===== config.mk =====
export PLATFORM = sky130hd
export DESIGN_NAME = sensor_frame_deframer_checksum_core
export DESIGN_NICKNAME = d
export VERILOG_FILES = /design/src/rtl/sfdc_pkg.sv /design/src/rtl/sensor_frame_deframer_checksum_core.sv
export SDC_FILE = /design/constraint.sdc
export NUM_CORES = 1
export LEC_CHECK = 0
export BUFFER_PORTS_ARGS = -buffer_cell sky130_fd_sc_hd__buf_2
export CAP_MARGIN = 10
export CORE_UTILIZATION = 59
export DETAILED_ROUTE_END_ITERATION = 7
export PLACE_DENSITY_LB_ADDON = 0.25
export SLEW_MARGIN = 20
export SYNTH_ARGS = -nofsm -noshare
export SYNTH_HDL_FRONTEND = slang
export SYNTH_SLANG_ARGS = --single-unit

===== constraint.sdc =====
create_clock -name clock -period 22 [get_ports clock]
set_input_delay 4.4 -clock clock [delete_from_list [all_inputs] [get_ports clock]]
set_output_delay 4.4 -clock clock [all_outputs]
set_load 0.05 [all_outputs]

===== src/rtl/sfdc_pkg.sv =====
`default_nettype none
// ----------------------------------------------------------------------------
// sfdc_pkg
// Shared constants and types for the sensor frame deframer and checksum core.
// ----------------------------------------------------------------------------
package sfdc_pkg;

   localparam int unsigned FRAME_BYTES   = 40;
   localparam int unsigned PAYLOAD_WORDS = 9;
   localparam int unsigned WORD_BITS     = 32;
   localparam int unsigned COUNT_BITS    = 6;
   localparam int unsigned WIDX_BITS     = $clog2(PAYLOAD_WORDS);
   localparam int unsigned DATA_BITS     = PAYLOAD_WORDS * WORD_BITS;

   localparam logic [COUNT_BITS-1:0] COUNT_MAX    = {COUNT_BITS{1'b1}};
   localparam logic [COUNT_BITS-1:0] POS_LAST_PAY = COUNT_BITS'(4 * PAYLOAD_WORDS);
   localparam logic [COUNT_BITS-1:0] POS_SUM_LOW  = COUNT_BITS'(FRAME_BYTES - 3);
   localparam logic [COUNT_BITS-1:0] POS_SUM_HIGH = COUNT_BITS'(FRAME_BYTES - 2);
   localparam logic [COUNT_BITS-1:0] COUNT_KEEP   = COUNT_BITS'(FRAME_BYTES);

   localparam logic [7:0] START_MARKER_RESET = 8'hAA;
   localparam logic [7:0] END_MARKER_RESET   = 8'hFF;

   typedef enum logic {
      CSR_START_MARKER = 1'b0,
      CSR_END_MARKER   = 1'b1
   } csr_index_type;

   typedef struct packed {
      logic [DATA_BITS-1:0] words;
      logic                 checksum_ok;
   } result_type;

endpackage
`default_nettype wire


===== src/rtl/sensor_frame_deframer_checksum_core.sv =====
`default_nettype none
// ----------------------------------------------------------------------------
// sensor_frame_deframer_checksum_core
// Start/end byte deframer with nine 32-bit payload words and a 16-bit sum.
// ----------------------------------------------------------------------------
// One received byte is taken per request, one every clock cycle while
// req_tready is high. The frame state (position, sum, payload words)
// updates in the cycle the byte is accepted. A kept frame shows its
// result on the rsp side in the cycle after its end byte when the output
// register is free, later while an earlier result still waits there. A
// two-entry output buffer (output register plus skid) lets the byte
// stream keep flowing while a result waits; req_tready drops only while
// both entries hold results. Frames of any length other than 40 bytes
// give no result. The marker registers are written through csr_.
module sensor_frame_deframer_checksum_core (
   input  wire logic         clock,
   input  wire logic         reset,
   input  wire logic         csr_we,
   input  wire logic         csr_addr,
   input  wire logic [7:0]   csr_wdata,
   input  wire logic         req_tvalid,
   output logic              req_tready,
   input  wire logic [7:0]   req_tdata,   // rx_byte[7:0]
   output logic              rsp_tvalid,
   input  wire logic         rsp_tready,
   output logic [287:0]      rsp_tdata,   // accel_x, accel_y, accel_z, gyro_x,
                                          // gyro_y, gyro_z, mag_x, mag_y, mag_z
   output logic              rsp_tuser    // checksum_ok
);

   localparam int unsigned CB = sfdc_pkg::COUNT_BITS;
   localparam int unsigned WB = sfdc_pkg::WORD_BITS;
   localparam int unsigned NW = sfdc_pkg::PAYLOAD_WORDS;
   localparam int unsigned IB = sfdc_pkg::WIDX_BITS;

   logic [7:0]    start_marker_ff;
   logic [7:0]    end_marker_ff;

   logic          in_frame_ff, in_frame_in;
   logic [CB-1:0] byte_count_ff, byte_count_in;
   logic [15:0]   running_sum_ff, running_sum_in;
   logic [7:0]    sum_low_ff, sum_low_in;
   logic [7:0]    sum_high_ff, sum_high_in;
   logic [WB-1:0] words_ff [NW];
   logic [WB-1:0] words_in [NW];

   sfdc_pkg::result_type out_ff, out_in, skid_ff, skid_in, result;
   logic          out_valid_ff, out_valid_in;
   logic          skid_valid_ff, skid_valid_in;

   logic          accept;
   logic          result_valid;
   logic [CB-1:0] pos_next;
   logic [CB-1:0] offset;
   logic [IB-1:0] word_idx;
   logic [1:0]    byte_idx;
   logic          pay_hit;
   logic          ok;

   assign req_tready = !skid_valid_ff;
   assign accept     = req_tvalid && req_tready;
   assign rsp_tvalid = out_valid_ff;
   assign rsp_tdata  = out_ff.words;
   assign rsp_tuser  = out_ff.checksum_ok;

   // config
   always_ff @(posedge clock) begin
      if (reset) begin
         start_marker_ff <= sfdc_pkg::START_MARKER_RESET;
         end_marker_ff   <= sfdc_pkg::END_MARKER_RESET;
      end else if (csr_we) begin
         unique case (sfdc_pkg::csr_index_type'(csr_addr))
            sfdc_pkg::CSR_START_MARKER: start_marker_ff <= csr_wdata;
            sfdc_pkg::CSR_END_MARKER:   end_marker_ff   <= csr_wdata;
            default: ;
         endcase
      end
   end

   // frame state
   always_comb begin
      pos_next  = (byte_count_ff == sfdc_pkg::COUNT_MAX) ? sfdc_pkg::COUNT_MAX
                                                         : byte_count_ff + 1'b1;
      offset    = byte_count_ff - 1'b1;
      word_idx  = offset[IB+1:2];
      byte_idx  = offset[1:0];
      pay_hit   = (byte_count_ff >= CB'(1)) && (byte_count_ff <= sfdc_pkg::POS_LAST_PAY);
      ok        = ({sum_high_ff, sum_low_ff} == running_sum_ff);

      in_frame_in    = in_frame_ff;
      byte_count_in  = byte_count_ff;
      running_sum_in = running_sum_ff;
      sum_low_in     = sum_low_ff;
      sum_high_in    = sum_high_ff;
      result_valid   = 1'b0;
      for (int k = 0; k < NW; k++) begin
         words_in[k] = words_ff[k];
      end

      if (accept) begin
         if (!in_frame_ff) begin
            if (req_tdata == start_marker_ff) begin
               in_frame_in    = 1'b1;
               byte_count_in  = CB'(1);
               running_sum_in = '0;
            end
         end else begin
            byte_count_in = pos_next;
            if (req_tdata == end_marker_ff) begin
               in_frame_in  = 1'b0;
               result_valid = (pos_next == sfdc_pkg::COUNT_KEEP);
            end else if (pay_hit) begin
               for (int k = 0; k < NW; k++) begin
                  if (word_idx == IB'(k)) begin
                     words_in[k][byte_idx*8 +: 8] = req_tdata;
                  end
               end
               running_sum_in = running_sum_ff + {8'h00, req_tdata};
            end else if (byte_count_ff == sfdc_pkg::POS_SUM_LOW) begin
               sum_low_in = req_tdata;
            end else if (byte_count_ff == sfdc_pkg::POS_SUM_HIGH) begin
               sum_high_in = req_tdata;
            end
         end
      end

      for (int k = 0; k < NW; k++) begin
         result.words[k*WB +: WB] = ok ? words_ff[k] : '0;
      end
      result.checksum_ok = ok;
   end

   // output buffer
   always_comb begin
      out_in        = out_ff;
      skid_in       = skid_ff;
      out_valid_in  = out_valid_ff;
      skid_valid_in = skid_valid_ff;
      if (out_valid_ff && rsp_tready) begin
         out_valid_in  = skid_valid_ff;
         out_in        = skid_ff;
         skid_valid_in = 1'b0;
      end
      if (result_valid) begin
         if (out_valid_in) begin
            skid_in       = result;
            skid_valid_in = 1'b1;
         end else begin
            out_in       = result;
            out_valid_in = 1'b1;
         end
      end
   end

   always_ff @(posedge clock) begin
      if (reset) begin
         in_frame_ff    <= 1'b0;
         byte_count_ff  <= '0;
         running_sum_ff <= '0;
         sum_low_ff     <= '0;
         sum_high_ff    <= '0;
         out_valid_ff   <= 1'b0;
         skid_valid_ff  <= 1'b0;
      end else begin
         in_frame_ff    <= in_frame_in;
         byte_count_ff  <= byte_count_in;
         running_sum_ff <= running_sum_in;
         sum_low_ff     <= sum_low_in;
         sum_high_ff    <= sum_high_in;
         out_valid_ff   <= out_valid_in;
         skid_valid_ff  <= skid_valid_in;
      end
      out_ff  <= out_in;
      skid_ff <= skid_in;
      for (int k = 0; k < NW; k++) begin
         words_ff[k] <= words_in[k];
      end
   end

`ifndef ASSERT_OFF
   a_skid_behind_out: assert property (@(posedge clock) disable iff (reset)
      skid_valid_ff |-> out_valid_ff)
      else $error("skid holds a result while output register is empty");

   a_zero_on_error: assert property (@(posedge clock) disable iff (reset)
      (rsp_tvalid && !rsp_tuser) |-> (rsp_tdata == '0))
      else $error("payload not cleared on checksum mismatch");

   a_count_in_frame: assert property (@(posedge clock) disable iff (reset)
      in_frame_ff |-> (byte_count_ff != '0))
      else $error("open frame with zero byte count");

   a_result_after_end: assert property (@(posedge clock) disable iff (reset)
      result_valid |=> (rsp_tvalid && !in_frame_ff))
      else $error("kept frame did not reach the output");
`endif

endmodule
`default_nettype wire

Word-level counts from Yosys, hierarchy flattened. Memories as Yosys holds them, arrays and structs flattened. Index checks and enable logic that the tools add are counted.

Memories kept: 1. Register bits: 635. Memory bits (writable): 288. Input port bits: 22.

Memories: words_ff (depth 9, bits a word 32, rd ports 9, clocked after Yosys merged registers in 0, wr ports 9, line sensor_frame_deframer_checksum_core.sv:44) `logic [WB-1:0] words_ff [NW];`.

Shift operators: 2. Muxes and demuxes: 52. Add/sub/neg operators: 4. Reductions and logical operators: 13. Bitwise gates (word level): 4. Equality and inequality tests: 17. Magnitude comparators: 2.

Operators by type and width (number): $mux W288 (4); $mux W289 (3); $mux W32 (18); $bwmux W32 (9); $mux W16 (4); $neg A5 Y34 (1); $shift A8 B34 Y32 const A (1); $shiftx A8 B34 Y32 (1); $eq A6 B6 Y1 const B (4); $mux W6 (3); $add A16 B8 Y16 (1); $eq A16 B16 Y1 (1); $eq A4 B3 Y1 const B (4); $eq A8 B8 Y1 (2); $mux W1 (11); $eq A4 B2 Y1 const B (2); $reduce_and A2 Y1 (4); $add A6 B1 Y6 const B (1); $ge A6 B1 Y1 const B (1); $le A6 B6 Y1 const B (1); $reduce_and A6 Y1 (1); $sub A6 B1 Y6 const B (1); $reduce_and A5 Y1 (1); $eq A4 B1 Y1 const B (1); other kinds (9) (14).

Logic depth before layout (Yosys ltp).
Word-level depth: 9. Gate-level depth with buffers: 11. Mapped depth without buffers: 9.

Worst setup path before layout. OpenSTA, ideal clock, no wires.

Path type: input to register. Start point: input port req_tdata[2]. End point: register skid_ff[0] in the netlist's numbering (enable). Setup time: 946 ps. Setup slack: 3285 ps. Arrival time: 17769 ps. Buffers on the path: 1. Stages: 6. Required time: 21054 ps. Cells stage by stage: buf_4 -> xor2_1 -> nor4_2 -> and2_2 -> or4b_2 -> nor2_1.

Word-level cells in the longest chain between the ends: 5.

Ends and longest elaborated chain: from (decl) (line sensor_frame_deframer_checksum_core.sv:23) `input wire logic [7:0] req_tdata,`; $eq A8 B8 Y1 (line sensor_frame_deframer_checksum_core.sv:109) `if (req_tdata == end_marker_ff) begin`; $mux W1 (line sensor_frame_deframer_checksum_core.sv:109); $mux W1 (line sensor_frame_deframer_checksum_core.sv:101) `if (!in_frame_ff) begin`; $mux W1 (line sensor_frame_deframer_checksum_core.sv:100) `if (accept) begin`; $reduce_and A2 Y1 (no source line); to (signal assigned) (line sensor_frame_deframer_checksum_core.sv:174) `skid_ff <= skid_in;`; to (decl) (line sensor_frame_deframer_checksum_core.sv:47) `sfdc_pkg::result_type out_ff, out_in, skid_ff, skid_in, result;`.

Every way passes these cells. A chain may end at the register's enable or synchronous reset.

Final worst setup path.
Start point: input port req_tdata[5]. End point: register skid_ff[197] in the netlist's numbering (enable).

Same word-level chain as after synthesis.

==> results.cfg <==
[status]
status = complete, no violations

[clocking]
insertion_delay_ns = 0.65
post_cts_resized = 0
cts.path.max_buffers = 3
cts.sinks = 923
cts-buffers-inserted = 92
clkSlewWorstSetupHoldPaths_ns = 0.06
cts-root-buf = clkbuf_16
postCtsSetupBuffers = 0
postCtsHoldBufs = 0
cts_tree = yes
cts-htree-levels = 3

[sta]
fin_skew_ns = 0.02961
tightest_slew_ns = 1.334
fmax_mhz = 123.9
final-max-slew-violation-count = 0
layout_setup_ws_ns = 13.93
finalHoldViolations = 0
setup_viol = 0
min_period_ns = 8.070
rsz0062_at_grt = false
slew_headroom_pct = 11.05
finalSetupTns_ns = 0
post-route-period-util_pct = 36.68

[setup_path]
crit_chain = buf_2 -> xor2_1 -> nor4_2 -> and2_2 -> or4b_2 -> nor2_4 -> buf_12 -> buf_4
cp-endpoint = skid_ff[197]
cp-start-kind = input port
path_class = input port to flop
required_ns = 22.24
worst-path-max-fanout = 176
critPathArrivalTime_ns = 8.31
slowest_stage = buf_4
rr_worst_depth = 8
endpoint_kind = flop
reg2reg_slack_ns = 16.61
crit_path_start = req_tdata[5]
timing.rr.start = byte_count_ff[0]
slowest_delay_ns = 0.99
r2r_end = skid_ff[197]

[yosys]
synth_cell_types = 59
yosysSeqAreaShare_pct = 67.16
yosysTopAreaCell = edfxtp_1
yosys.area.top_type_share_pct = 47.98
yosysWarnings = 0
ys_ff_latch = 923
syn-num-nets = 2356
syn_area_um2 = 36110
async_flop_share_pct = 0
syn_area_per_cell_um2 = 15.58
synth_edf_count = 577
syn_inst = 2318
synth_area_leaders = edfxtp_1 48%, dfxtp_1 19%, mux2_2 12%
synthFlopType = edfxtp_1
synth_common_cells = 577 x edfxtp_1, 369 x mux2_2, 348 x and2_1, 346 x dfxtp_1, 210 x mux2_1
yosysMostFrequentCell = edfxtp_1

[global_route]
antenna_found_initial = 13
grt_overflow_total = 0
grt_usage_pct = 26.45
grt_pass1_wl_mm = 121.7
grt_pass1_vias = 19376
grt_max_degree = 180

[power]
p_leak_nw = 15.57
power_density_nw_per_um2 = 91.61
peakVddDrop_uv = 58.34

[floorplanning]
coreArea_um2 = 60360
die_h_um = 249.4
dieArea_um2 = 62200
initial_core_util_pct = 59.83
io_pins = 313
fp.dieW_um = 249.4
rows = 90

[routing]
route.vias.total = 19603
post_drt_wl_per_cell_um = 24.03
dr.pass1.iters = 6
remaining_drc_errors = 0
via_per_inst = 5.649
drt_wl_total_mm = 83.39
drt_iter0_markers = 1642
postRouteAntennaNets = 0

[final_layout]
fill_cells = 4127
nets = 2645
area_growth_pct = 13.53
fin_util_pct = 67.92
drive_gt1_share_pct = 31.62

[min_path]
hold_path_class = flop to flop

[placed_design]
pre_cts_ws_ns = 12.72
dp_hpwl_mm = 50.85
portBuffers = 312
place_congestion = 0.8748

[job]
maxCapViolations = 0
==> through the flow <==
| stage | hold WS, ns | cells | area, um^2 | power [mW] |
|---|---|---|---|---|
| after CTS | 0.4804 | 3462 | 40930 | 3.779 |
| after floorplan | 0.4478 | 2318 | 36110 | 2.163 |
| after global placement | 0.4645 | 3293 | 37920 | 2.242 |
| after detailed placement | 0.4644 | 3293 | 37920 | 2.250 |
| after global routing | 0.5065 | 3464 | 40980 | 3.862 |
| final | 0.4798 | 3470 | 41000 | 3.756 |
==> logic make-up (layout without fill, tap and decap cells) <==
group	after synthesis	after routing	synth area share, %
AO/OA/AOI/OAI	79	79	1.393
XOR/XNOR	39	39	0.9459
adder cells (fa/ha/maj)	16	16	0.5752
buffers and inverters	141	505	2.609
flip-flops	923	923	67.16
multiplexers	602	602	18.69
other	0	6	0
AND/OR/NAND/NOR	518	518	8.621
==> registers in the layout (all words and copies together) (netlist names), 6 cells and up <==
| register | count |
|---|---|
| end_marker_ff | 8 |
| start_marker_ff | 8 |
| sum_high_ff | 8 |
| sum_low_ff | 8 |
| byte_count_ff | 6 |
| skid_ff | 289 |
| words_ff | 288 |
| rsp_tdata | 288 |
| running_sum_ff | 16 |
==> cells in the final DEF, fill, tap and decap left out, types with 9 or more instances in the layout <==
cell,count
clkbuf_16,96
edfxtp_1,577
xor2_1,17
nand4_1,10
xnor2_1,22
a21oi_1,23
nor3_1,9
clkbuf_1,17
ha_1,15
nand3_1,13
a211o_1,9
mux2_1,210
dfxtp_1,346
and3_1,22
buf_2,312
nor2_1,30
inv_1,11
nor2b_1,9
mux2_2,369
mux2i_1,23
and2_1,348
o21ai_0,19
clkinv_1,12
clkbuf_8,11
nand2_1,32
clkinv_2,20
==> metal layers <==
layer | vias to the layer above | part of all wire, % | track usage, %
li1 | 9016 | - | -
met1 | 9821 | 42 | 35.96
met2 | 616 | 49 | 42.71
met3 | 150 | 5.6 | 4.370
met4 | 0 | 3.4 | 10.49
met5 | - | 0 | 0
==> worst max-delay path, delay by kind of cell <==
| kind | cells | cell delay (ns) |
|---|---|---|
| xor+xnor | 1 | 0.19 |
| simple gates | 4 | 1.54 |
| buf+inv | 3 | 1.89 |
==> cell type report <==
class,count,area (um^2),area share [%]
clock inverter,45,386.6,0.9431
clock buffer,124,2618,6.385
tap,782,978.4,2.387
timing repair buffer,325,1729,4.218
sequential,923,24250,59.16
inverter,11,41.29,0.1007
multi-input combinational,1254,10980,26.77
antenna,6,15.01,0.03662
==> how the worst min path moves through the flow <==
stage / from / endpoint / slack (ns) / cells after the start
3_5_place_dp: start_marker_ff[2] / start_marker_ff[2] / 0.46 / 2
3_3_place_gp: start_marker_ff[0] / start_marker_ff[0] / 0.46 / 2
2_1_floorplan: start_marker_ff[0] / start_marker_ff[0] / 0.45 / 2
5_1_grt: start_marker_ff[0] / start_marker_ff[0] / 0.51 / 2
4_1_cts: start_marker_ff[0] / start_marker_ff[0] / 0.48 / 2
6_report: start_marker_ff[0] / start_marker_ff[0] / 0.48 / 2
==> where the power goes <==
part | internal, mW | switching, mW
clock | 0.904 | 0.639
sequential | 1.87 | 0.0335
combinational | 0.0901 | 0.220
total | 2.86 | 0.893
Note: power is estimated with default switching activity, not from simulation.
